File: src/design/lpg_pkg.sv
// -----------------------------------------------------------------------------
// lpg_pkg
// Shared types and constants of the line pixel generator.
// -----------------------------------------------------------------------------
package lpg_pkg;

    // Coordinate width and derived state widths
    localparam int COORD_BITS  = 12;
    localparam int DTERM_BITS  = COORD_BITS + 3;
    localparam int COUNT_BITS  = COORD_BITS + 1;
    localparam int DTERM_PAD   = DTERM_BITS - COORD_BITS;
    localparam int COUNT_PAD   = COUNT_BITS - COORD_BITS;

    typedef logic [COORD_BITS-1:0]        t_coord;
    typedef logic signed [DTERM_BITS-1:0] t_dterm;
    typedef logic [COUNT_BITS-1:0]        t_count;

    // Request codes
    typedef enum logic [0:0] {
        REQ_START = 1'b0,
        REQ_STEP  = 1'b1
    } t_req_type;

    // One emitted pixel
    typedef struct packed {
        t_coord x;
        t_coord y;
        logic   last;
    } t_pixel;

endpackage

File: src/design/lpg_req_if.sv
// -----------------------------------------------------------------------------
// lpg_req_if
// Request channel: start a line or step to the next pixel.
// -----------------------------------------------------------------------------
interface lpg_req_if;
    import lpg_pkg::*;

    logic      valid;
    logic      ready;
    t_req_type req_type;
    t_coord    start_x;
    t_coord    start_y;
    t_coord    end_x;
    t_coord    end_y;

    modport source (output valid, output req_type, output start_x, output start_y,
                    output end_x, output end_y, input ready);
    modport sink   (input valid, input req_type, input start_x, input start_y,
                    input end_x, input end_y, output ready);
endinterface

File: src/design/lpg_pix_if.sv
// -----------------------------------------------------------------------------
// lpg_pix_if
// Pixel channel: one rasterized pixel per transaction.
// -----------------------------------------------------------------------------
interface lpg_pix_if;
    import lpg_pkg::*;

    logic   valid;
    logic   ready;
    t_coord pixel_x;
    t_coord pixel_y;
    logic   last_pixel;

    modport source (output valid, output pixel_x, output pixel_y, output last_pixel,
                    input ready);
    modport sink   (input valid, input pixel_x, input pixel_y, input last_pixel,
                    output ready);
endinterface

File: src/design/line_pixel_generator_core.sv
// -----------------------------------------------------------------------------
// line_pixel_generator_core
// Integer Bresenham line rasterizer with a start/step request interface.
// -----------------------------------------------------------------------------
// One request is taken per clock unless the output stalls, and its pixel
// appears in the output register on the next cycle, so a continuous stream of
// step requests yields one pixel every cycle. Each request is resolved in a
// single pass: a start request orders the endpoints and sets up deltas and the
// decision term, a step request advances along the major axis with one add
// and one sign test. The request side stays ready while the output register
// is empty or being taken. A step with no line in progress is consumed and
// produces no pixel; a start request abandons any line in progress.
module line_pixel_generator_core (
    input  logic        i_clk,
    input  logic        i_rst_n,
    lpg_req_if.sink     i_req,
    lpg_pix_if.source   o_pix
);
    import lpg_pkg::*;

    // Line state
    t_coord r_cur_x,   n_cur_x;
    t_coord r_cur_y,   n_cur_y;
    t_dterm r_dterm,   n_dterm;
    t_count r_left,    n_left;
    t_coord r_major,   n_major;
    t_coord r_minor,   n_minor;
    logic   r_desc,    n_desc;
    logic   r_steep,   n_steep;
    logic   r_active,  n_active;

    // Output register
    logic   r_out_valid, n_out_valid;
    t_pixel r_pix,       n_pix;

    logic   req_fire;

    // Start-request setup terms
    logic   swap;
    t_coord ax, ay, bx, by, dx, dy, s_major, s_minor;
    logic   s_desc, s_steep;

    // Step-request terms
    t_coord y_next;
    t_dterm twice_major, twice_minor;
    t_count left_next;

    // Accept while the output register is free or drained this cycle
    assign i_req.ready = !r_out_valid || o_pix.ready;
    assign req_fire    = i_req.valid && i_req.ready;

    // Order endpoints and derive deltas for a start request
    always_comb begin
        swap = (i_req.start_x > i_req.end_x) ||
               ((i_req.start_x == i_req.end_x) && (i_req.start_y > i_req.end_y));
        ax = swap ? i_req.end_x   : i_req.start_x;
        ay = swap ? i_req.end_y   : i_req.start_y;
        bx = swap ? i_req.start_x : i_req.end_x;
        by = swap ? i_req.start_y : i_req.end_y;
        dx = bx - ax;
        s_desc  = by < ay;
        dy = s_desc ? (ay - by) : (by - ay);
        s_steep = dy > dx;
        s_major = s_steep ? dy : dx;
        s_minor = s_steep ? dx : dy;
    end

    // Step terms from the stored line
    always_comb begin
        y_next      = r_desc ? (r_cur_y - 1'b1) : (r_cur_y + 1'b1);
        twice_major = t_dterm'({{DTERM_PAD{1'b0}}, r_major} <<< 1);
        twice_minor = t_dterm'({{DTERM_PAD{1'b0}}, r_minor} <<< 1);
        left_next   = r_left - 1'b1;
    end

    // Next state and next output
    always_comb begin
        n_cur_x     = r_cur_x;
        n_cur_y     = r_cur_y;
        n_dterm     = r_dterm;
        n_left      = r_left;
        n_major     = r_major;
        n_minor     = r_minor;
        n_desc      = r_desc;
        n_steep     = r_steep;
        n_active    = r_active;
        n_pix       = r_pix;
        n_out_valid = r_out_valid && !o_pix.ready;

        if (req_fire) begin
            case (i_req.req_type)
                REQ_START: begin
                    n_cur_x     = ax;
                    n_cur_y     = ay;
                    n_major     = s_major;
                    n_minor     = s_minor;
                    n_desc      = s_desc;
                    n_steep     = s_steep;
                    n_dterm     = t_dterm'({{DTERM_PAD{1'b0}}, s_minor} <<< 1)
                                - t_dterm'({{DTERM_PAD{1'b0}}, s_major});
                    n_left      = {{COUNT_PAD{1'b0}}, s_major};
                    n_active    = s_major != '0;
                    n_pix       = '{x: ax, y: ay, last: s_major == '0};
                    n_out_valid = 1'b1;
                end
                REQ_STEP: begin
                    if (r_active) begin
                        // Advance the major axis, the minor one when the term is not negative
                        if (r_steep) begin
                            n_cur_y = y_next;
                            if (!r_dterm[DTERM_BITS-1]) begin
                                n_cur_x = r_cur_x + 1'b1;
                            end
                        end else begin
                            n_cur_x = r_cur_x + 1'b1;
                            if (!r_dterm[DTERM_BITS-1]) begin
                                n_cur_y = y_next;
                            end
                        end
                        n_dterm = (r_dterm[DTERM_BITS-1] ? r_dterm : (r_dterm - twice_major))
                                + twice_minor;
                        n_left      = left_next;
                        n_active    = left_next != '0;
                        n_pix       = '{x: n_cur_x, y: n_cur_y, last: left_next == '0};
                        n_out_valid = 1'b1;
                    end
                end
                default: begin
                    n_out_valid = r_out_valid && !o_pix.ready;
                end
            endcase
        end
    end

    // Control registers
    always_ff @(posedge i_clk) begin
        if (!i_rst_n) begin
            r_cur_x     <= '0;
            r_cur_y     <= '0;
            r_dterm     <= '0;
            r_left      <= '0;
            r_major     <= '0;
            r_minor     <= '0;
            r_desc      <= 1'b0;
            r_steep     <= 1'b0;
            r_active    <= 1'b0;
            r_out_valid <= 1'b0;
        end else begin
            r_cur_x     <= n_cur_x;
            r_cur_y     <= n_cur_y;
            r_dterm     <= n_dterm;
            r_left      <= n_left;
            r_major     <= n_major;
            r_minor     <= n_minor;
            r_desc      <= n_desc;
            r_steep     <= n_steep;
            r_active    <= n_active;
            r_out_valid <= n_out_valid;
        end
    end

    // Output payload register
    always_ff @(posedge i_clk) begin
        r_pix <= n_pix;
    end

    assign o_pix.valid      = r_out_valid;
    assign o_pix.pixel_x    = r_pix.x;
    assign o_pix.pixel_y    = r_pix.y;
    assign o_pix.last_pixel = r_pix.last;

endmodule

File: src/flat_wrapper.sv
// flat-port wrapper written by rule: the top's interface ports become plain ports
module line_pixel_generator_core_flat import lpg_pkg::*;
  (i_clk, i_rst_n, i_req_valid, i_req_req_type, i_req_start_x, i_req_start_y, i_req_end_x, i_req_end_y, i_req_ready, o_pix_valid, o_pix_pixel_x, o_pix_pixel_y, o_pix_last_pixel, o_pix_ready);
  lpg_req_if i_req_i ();
  lpg_pix_if o_pix_i ();
  input  logic i_clk;
  input  logic i_rst_n;
  input wire logic [$bits(i_req_i.valid)-1:0] i_req_valid;
  input wire logic [$bits(i_req_i.req_type)-1:0] i_req_req_type;
  input wire logic [$bits(i_req_i.start_x)-1:0] i_req_start_x;
  input wire logic [$bits(i_req_i.start_y)-1:0] i_req_start_y;
  input wire logic [$bits(i_req_i.end_x)-1:0] i_req_end_x;
  input wire logic [$bits(i_req_i.end_y)-1:0] i_req_end_y;
  output wire logic [$bits(i_req_i.ready)-1:0] i_req_ready;
  output wire logic [$bits(o_pix_i.valid)-1:0] o_pix_valid;
  output wire logic [$bits(o_pix_i.pixel_x)-1:0] o_pix_pixel_x;
  output wire logic [$bits(o_pix_i.pixel_y)-1:0] o_pix_pixel_y;
  output wire logic [$bits(o_pix_i.last_pixel)-1:0] o_pix_last_pixel;
  input wire logic [$bits(o_pix_i.ready)-1:0] o_pix_ready;
  assign i_req_i.valid = i_req_valid;
  assign i_req_i.req_type = i_req_req_type;
  assign i_req_i.start_x = i_req_start_x;
  assign i_req_i.start_y = i_req_start_y;
  assign i_req_i.end_x = i_req_end_x;
  assign i_req_i.end_y = i_req_end_y;
  assign i_req_ready = i_req_i.ready;
  assign o_pix_valid = o_pix_i.valid;
  assign o_pix_pixel_x = o_pix_i.pixel_x;
  assign o_pix_pixel_y = o_pix_i.pixel_y;
  assign o_pix_last_pixel = o_pix_i.last_pixel;
  assign o_pix_i.ready = o_pix_ready;
  line_pixel_generator_core u_core (.i_clk(i_clk), .i_rst_n(i_rst_n), .i_req(i_req_i), .o_pix(o_pix_i));
endmodule
File: config.mk
export PLATFORM = sky130hd
export DESIGN_NAME = line_pixel_generator_core_flat
export DESIGN_NICKNAME = d
export VERILOG_FILES = /design/src/design/lpg_pkg.sv /design/src/design/lpg_req_if.sv /design/src/design/lpg_pix_if.sv /design/src/design/line_pixel_generator_core.sv /design/src/flat_wrapper.sv
export SDC_FILE = /design/constraint.sdc
export NUM_CORES = 1
export LEC_CHECK = 0
export BUFFER_PORTS_ARGS = -buffer_cell sky130_fd_sc_hd__clkbuf_2
export CAP_MARGIN = 5
export CORE_MARGIN = 3
export CORE_UTILIZATION = 45
export CTS_BUF_LIST = sky130_fd_sc_hd__clkbuf_2 sky130_fd_sc_hd__clkbuf_4 sky130_fd_sc_hd__clkbuf_8
export DETAILED_ROUTE_END_ITERATION = 8
export SLEW_MARGIN = 25
export SYNTH_ARGS = -nofsm -noshare
export SYNTH_HDL_FRONTEND = slang
export SYNTH_SLANG_ARGS = --single-unit
File: constraint.sdc
create_clock -name i_clk -period 32.4 [get_ports i_clk]
set_clock_uncertainty 0.15 [all_clocks]
set_input_delay 3.24 -clock i_clk [delete_from_list [all_inputs] [get_ports i_clk]]
set_output_delay 3.24 -clock i_clk [all_outputs]
set_load 0.005 [all_outputs]
# After elaboration in Yosys (flattened, before gate mapping)
# Cells that the tools add are included.
[classes] n_addsub=10 n_lt_le_gt_ge=4 n_eq_ne=2 muxes=28 n_bitwise=1 reduce_logical=13
[ops] cell="$mux 12" n=14
[ops] cell="$pmux 25 s2" n=1
[ops] cell="$pmux 12 s2" n=2
[ops] cell="$gt 12x12->1" n=3
[ops] cell="$sub 12x12->12" n=3
[ops] cell="$mux 15" n=2
[ops] cell="$pmux 15 s2" n=1
[ops] cell="$pmux 13 s2" n=1
[ops] cell="$mux 25" n=1
[ops] cell="$add 12x1->12 const B" n=2
[ops] cell="$add 15x14->15" n=1
[ops] cell="$sub 15x14->15" n=1
[ops] cell="$sub 13x12->14" n=1
[ops] cell="$logic_not 13->1" n=1
[ops] cell="$mux 13" n=1
[ops] cell="$reduce_bool 13->1" n=1
[ops] cell="$sub 13x1->13 const B" n=1
[ops] cell="$eq 12x12->1" n=1
[ops] cell="$logic_not 12->1" n=1
[ops] cell="$lt 12x12->1" n=1
[ops] cell="$reduce_bool 12->1" n=1
[ops] cell="$sub 12x1->12 const B" n=1
[ops] cell="$pmux 1 s2" n=2
[ops] cell="$reduce_and 2->1" n=2
[ops] cell="6 further kinds" n=12
[word_totals] reg_bits=105 in_bits=53 output_inout_bits=27 elab_cells=71

# Longest topological paths before layout
[logic_depth] depth_word=10 depth_mapped=47 depth_no_buf=39

# Least setup slack after synthesis
# OpenSTA, ideal clock, no wires.
[synth_path] path_type="input port to flip-flop" from="in i_req_end_y[9]" to="reg u_core.r_dterm[10]" setup_time_ps=116 arrival_ps=12239 required_time_ps=32134 slack_ps=19895 path_stages=45 n_path_buf=9 path_cell_list="inv_1 > ha_1 > buf_2 > nand4_2 > or3_4 > o221ai_4 > nand3_4 > nand2_4 > buf_12 > clkbuf_1 > clkbuf_1 > clkbuf_1 > nor2_1 > mux2i_1 > ha_1 > inv_1 > a311oi_2 > o31ai_1 > [... 9 more ...] > a21oi_1 > o22a_1 > clkbuf_1 > buf_1 > clkbuf_1 > mux2i_1 > fa_1 > a21oi_1 > nand2_1 > o211ai_1 > o2111a_1 > a31oi_1 > maj3_1 > o221ai_2 > nand2_1 > maj3_2 > a211o_1 > a41o_1"
[synth_between] elab_chain_cells=10 elab_cells_between_ends=17 classes_between="add/sub (4); order compare (3); mux (8); reduce/logical (2)"
[synth_lines] element="from (decl)" line_no="flat_wrapper.sv:13" text="input wire logic [$bits(i_req_i.end_y)-1:0] i_req_end_y;"
[synth_lines] element="$gt 12x12->1" line_no="line_pixel_generator_core.sv:55" text="((i_req.start_x == i_req.end_x) && (i_req.start_y > i_req.end_y));"
[synth_lines] element="$logic_and 1x1->1" line_no="line_pixel_generator_core.sv:55"
[synth_lines] element="$logic_or 1x1->1" line_no="line_pixel_generator_core.sv:54" text="swap = (i_req.start_x > i_req.end_x) ||"
[synth_lines] element="$mux 12, on equally long branches" line_no="line_pixel_generator_core.sv:59, line_pixel_generator_core.sv:57"
[synth_lines] element="$sub 12x12->12 / $lt 12x12->1 (equally long branches)" line_no="line_pixel_generator_core.sv:62, line_pixel_generator_core.sv:61"
[synth_lines] element="$mux 12" line_no="line_pixel_generator_core.sv:62" text="dy = s_desc ? (ay - by) : (by - ay);"
[synth_lines] element="$gt 12x12->1" line_no="line_pixel_generator_core.sv:63" text="s_steep = dy > dx;"
[synth_lines] element="$mux 12 *" line_no="line_pixel_generator_core.sv:65" text="s_minor = s_steep ? dx : dy;"
[synth_lines] element="via u_core.s_minor[0]" line_no="line_pixel_generator_core.sv:40" text="t_coord ax, ay, bx, by, dx, dy, s_major, s_minor;"
[synth_lines] element="$sub 13x12->14 *" line_no="line_pixel_generator_core.sv:100" text="- t_dterm'({{DTERM_PAD{1'b0}}, s_major});"
[synth_lines] element="$pmux 15 s2 *" line_no="line_pixel_generator_core.sv:91" text="case (i_req.req_type)"
[synth_lines] element="to (signal assigned)" line_no="line_pixel_generator_core.sv:151" text="r_dterm <= n_dterm;"
[synth_lines] element="to (decl)" line_no="line_pixel_generator_core.sv:24" text="t_dterm r_dterm, n_dterm;"
# Mark *: on every way through the listed nets, which the timed path passes. The rest lies on a longest branch.
# A chain may end at the register's enable or synchronous reset.

# Worst setup path in the final report
[layout_path] from="in i_req_end_x[7]" to="reg u_core.r_dterm[10]"
[layout_between] elab_chain_cells=10 elab_cells_between_ends=18 classes_between="add/sub (4); order compare (3); eq/ne (1); mux (8); reduce/logical (2)"
[layout_lines] element="from (decl)" line_no="flat_wrapper.sv:12" text="input wire logic [$bits(i_req_i.end_x)-1:0] i_req_end_x;"
[layout_lines] element="branches (longest 8 deep; another with $gt 12x12->1)"
[layout_lines] element="$sub 13x12->14 *" line_no="line_pixel_generator_core.sv:100"
[layout_lines] element="$pmux 15 s2 *" line_no="line_pixel_generator_core.sv:91"
# Every way passes the cells marked *.

==> metrics.yaml <==
sta:
  fin_crit_sh: 0.382
  final_max_slew_viol_count: 0
  fmaxAchievable_ghz: 0.0807
  fin_tns_setup_ns: 0
  rsz0062_at_grt: "no"
  slew_headroom: 0.330
  setup_viol: 0
  tightest_slew_ns: 0.990
  final_hold_viol_count: 0
  timing.final.crit_period_ns: 12.38
floorplan:
  fp.dieArea_um2: 23900
  ios: 80
  core_um2: 21400
  die_h_um: 155
  initial_core_util: 0.465
  rows: 53
  dieWidth_um: 155
cells_and_area:
  regArea_um2: 2330
  drive_gt1_frac: 0.115
  layout_commonest_cell: "nand2_1"
  final_util: 0.500
  nets: 1495
  antenna_cells: 0
  fillers: 2175
  fin_cells: 1637
  layout_common_cells: "nand2_1, a21oi_1, nor2_1, o21ai_0, inv_1"
  multi_input_area_um2: 6970
  area_growth_syn_to_layout_pct: 7.41
critical_path:
  path_max_fanout: 56
  cp_slowest_cell: "a211o_1"
  critPathKind: "input pin to flop"
  cp.required_ns: 32.54
  cp.arrival_ns: 12.52
  max_stage_delay_ns: 0.55
  worst_setup_path_start_kind: "input pin"
  end_kind: "flop"
synthesis:
  yosys_most_used_dff: "dfxtp_1"
  yosysSeqAreaShare: 0.235
  synth_edf_count: 25
  synth_cell_types: 91
  syn_inst: 1321
  ys_seq_elements: 104
  yosys.area.top_type: "dfxtp_1"
  syn_area_um2: 9930
  synthArstFlopShare: 0
  synth_top_area_frac: 0.159
  synth-warning-count: 0
  synth.net_count: 1459
  synthTopCellsByArea: "dfxtp_1, ha_1, edfxtp_1"
  avgSynthCellArea_um2: 7.52
grt:
  grt.total_usage: 0.236
  grt_overflow: 0
  grt_max_degree: 80
  grt_pass1_wl_um: 46200
  grt_pass1_vias: 8682
  antenna_found_initial: 0
place:
  hpwlAfterDp_um: 21600
  io_buffer_count: 79
  dp_cells: 1621
  gp_congestion: 0.918
power_and_ir_drop:
  power_density_nw_per_um2: 72.8
  power.leakage_uw: 0.00450
  vdd_drop_max_mv: 0.0388
cts:
  cts_root_buffer: "clkbuf_8"
  cts.path.max_buffers: 2
  cts_setup_buffers: 0
  cts_buffers: 9
  clk_latency_ns: 0.40
  htreeDepth: 3
  cts_sinks: 104
  cts_resized: 0
  tritoncts: "done"
  cts.clk_slew.worst_paths_ns: 0.12
  postCtsHoldBufs: 0
routing:
  wl_per_cell_um: 17.4
  routed_wl_um: 28500
  first_pass_iters: 7
  via_per_inst: 5.80
  ant_nets: 0
  drc: 0
  num_vias: 9487
  drtIter0Drc: 733
job:
  drv_cap: 0
worst_hold_path:
  hold_class: "flop to flop"
outcome:
  status: "completed"
[cells in the mapped netlist, types with 4 or more instances]
master and number:
a211oi_1 34, a21boi_0 11, a21o_1 18, a21oi_1 130
a22oi_1 7, a31oi_1 9, and2_1 12, and3_1 8
and4_1 5, buf_1 8, clkbuf_1 49, dfxtp_1 79
edfxtp_1 25, fa_1 4, ha_1 81, inv_1 87
mux2_2 11, mux2i_1 32, nand2_1 181, nand2b_1 16
nand3_1 27, nand3b_1 6, nand4_1 14, nor2_1 107
nor2b_1 17, nor3_1 19, nor3b_1 5, nor4_1 6
o211ai_1 19, o21a_1 9, o21ai_0 97, o21bai_1 9
o22ai_1 7, o31ai_1 10, or3_1 13, xnor2_1 45
xor2_1 21
[worst max-delay path, delay by kind of cell]
| kind | cells | cell delay (ns) |
|---|---|---|
| and+or+nand+nor | 9 | 2.25 |
| AOI/OAI and AO/OA | 14 | 3.41 |
| muxes | 3 | 0.88 |
| adders and majority gates | 6 | 2.01 |
| xor gates and xnor gates | 2 | 0.47 |
| buffers and inverters | 3 | 0.23 |
[per-layer routing]
metal  part of all wire  global-route usage
met5                  0                   0
met4              0.013              0.0467
met3              0.064              0.0389
met2               0.44               0.375
met1               0.48               0.341
[registers in the layout, indices dropped and copies added, names as in the netlist]
name / flops
u_core.r_desc: 1
u_core.r_dterm: 14
u_core.o_pix.pixel_x: 12
u_core.r_cur_y: 12
u_core.r_steep: 1
u_core.o_pix.valid: 1
u_core.r_left: 13
u_core.r_cur_x: 12
u_core.r_minor: 12
u_core.o_pix.pixel_y: 12
u_core.o_pix.last_pixel: 1
u_core.r_major: 12
u_core.r_active: 1
[per-stage QoR]
stage                     instance area [um^2]  hold slack [ns]  total power [uW]  setup slack [ns]
after CTS                                10700            0.311               780             20.15
after global placement                   10500            0.290               686             19.77
after detailed placement                 10500            0.294               689             19.76
after floorplan                           9930            0.282               578             19.90
final                                    10700            0.314               777             20.02
after global routing                     10700            0.332               848             19.45
[cell families after synthesis]
family / after synthesis / synth area share
buffers and inverters: 154 / 0.0637
adders and majority gates: 88 / 0.113
DFF: 104 / 0.235
xor gates and xnor gates: 68 / 0.0615
muxes: 47 / 0.0505
and+or+nand+nor: 455 / 0.216
AOI/OAI and AO/OA: 405 / 0.260
[power by group]
part / internal, uW / switching, uW
Sequential: 151 / 12.4
Combinational: 215 / 311
Clock: 31.2 / 55.3
[final timing paths]
kind                                                startpoint  slack [ns]  cells after the start                              end
worst max-delay path                            i_req_end_x[7]       20.02                     37  u_core.r_dterm[10]$_SDFFE_PN0P_
worst min-delay path            u_core.r_major[3]$_SDFFE_PN0P_        0.31                      2   u_core.r_major[3]$_SDFFE_PN0P_
worst max register to register  u_core.r_major[1]$_SDFFE_PN0P_       28.07                     22  u_core.r_dterm[12]$_SDFFE_PN0P_
worst min register to register  u_core.r_major[3]$_SDFFE_PN0P_        0.31                      2   u_core.r_major[3]$_SDFFE_PN0P_
[cell type report]
cell class,instances,share of cell area
well taps,275,0.0323
inverters,89,0.0313
repair buffers,90,0.0448
clock buffers,9,0.0116
flip-flops and latches,104,0.219
clock inverters,7,0.00774
multi-input cells,1063,0.654
Note: power is estimated with default switching activity, not from simulation.
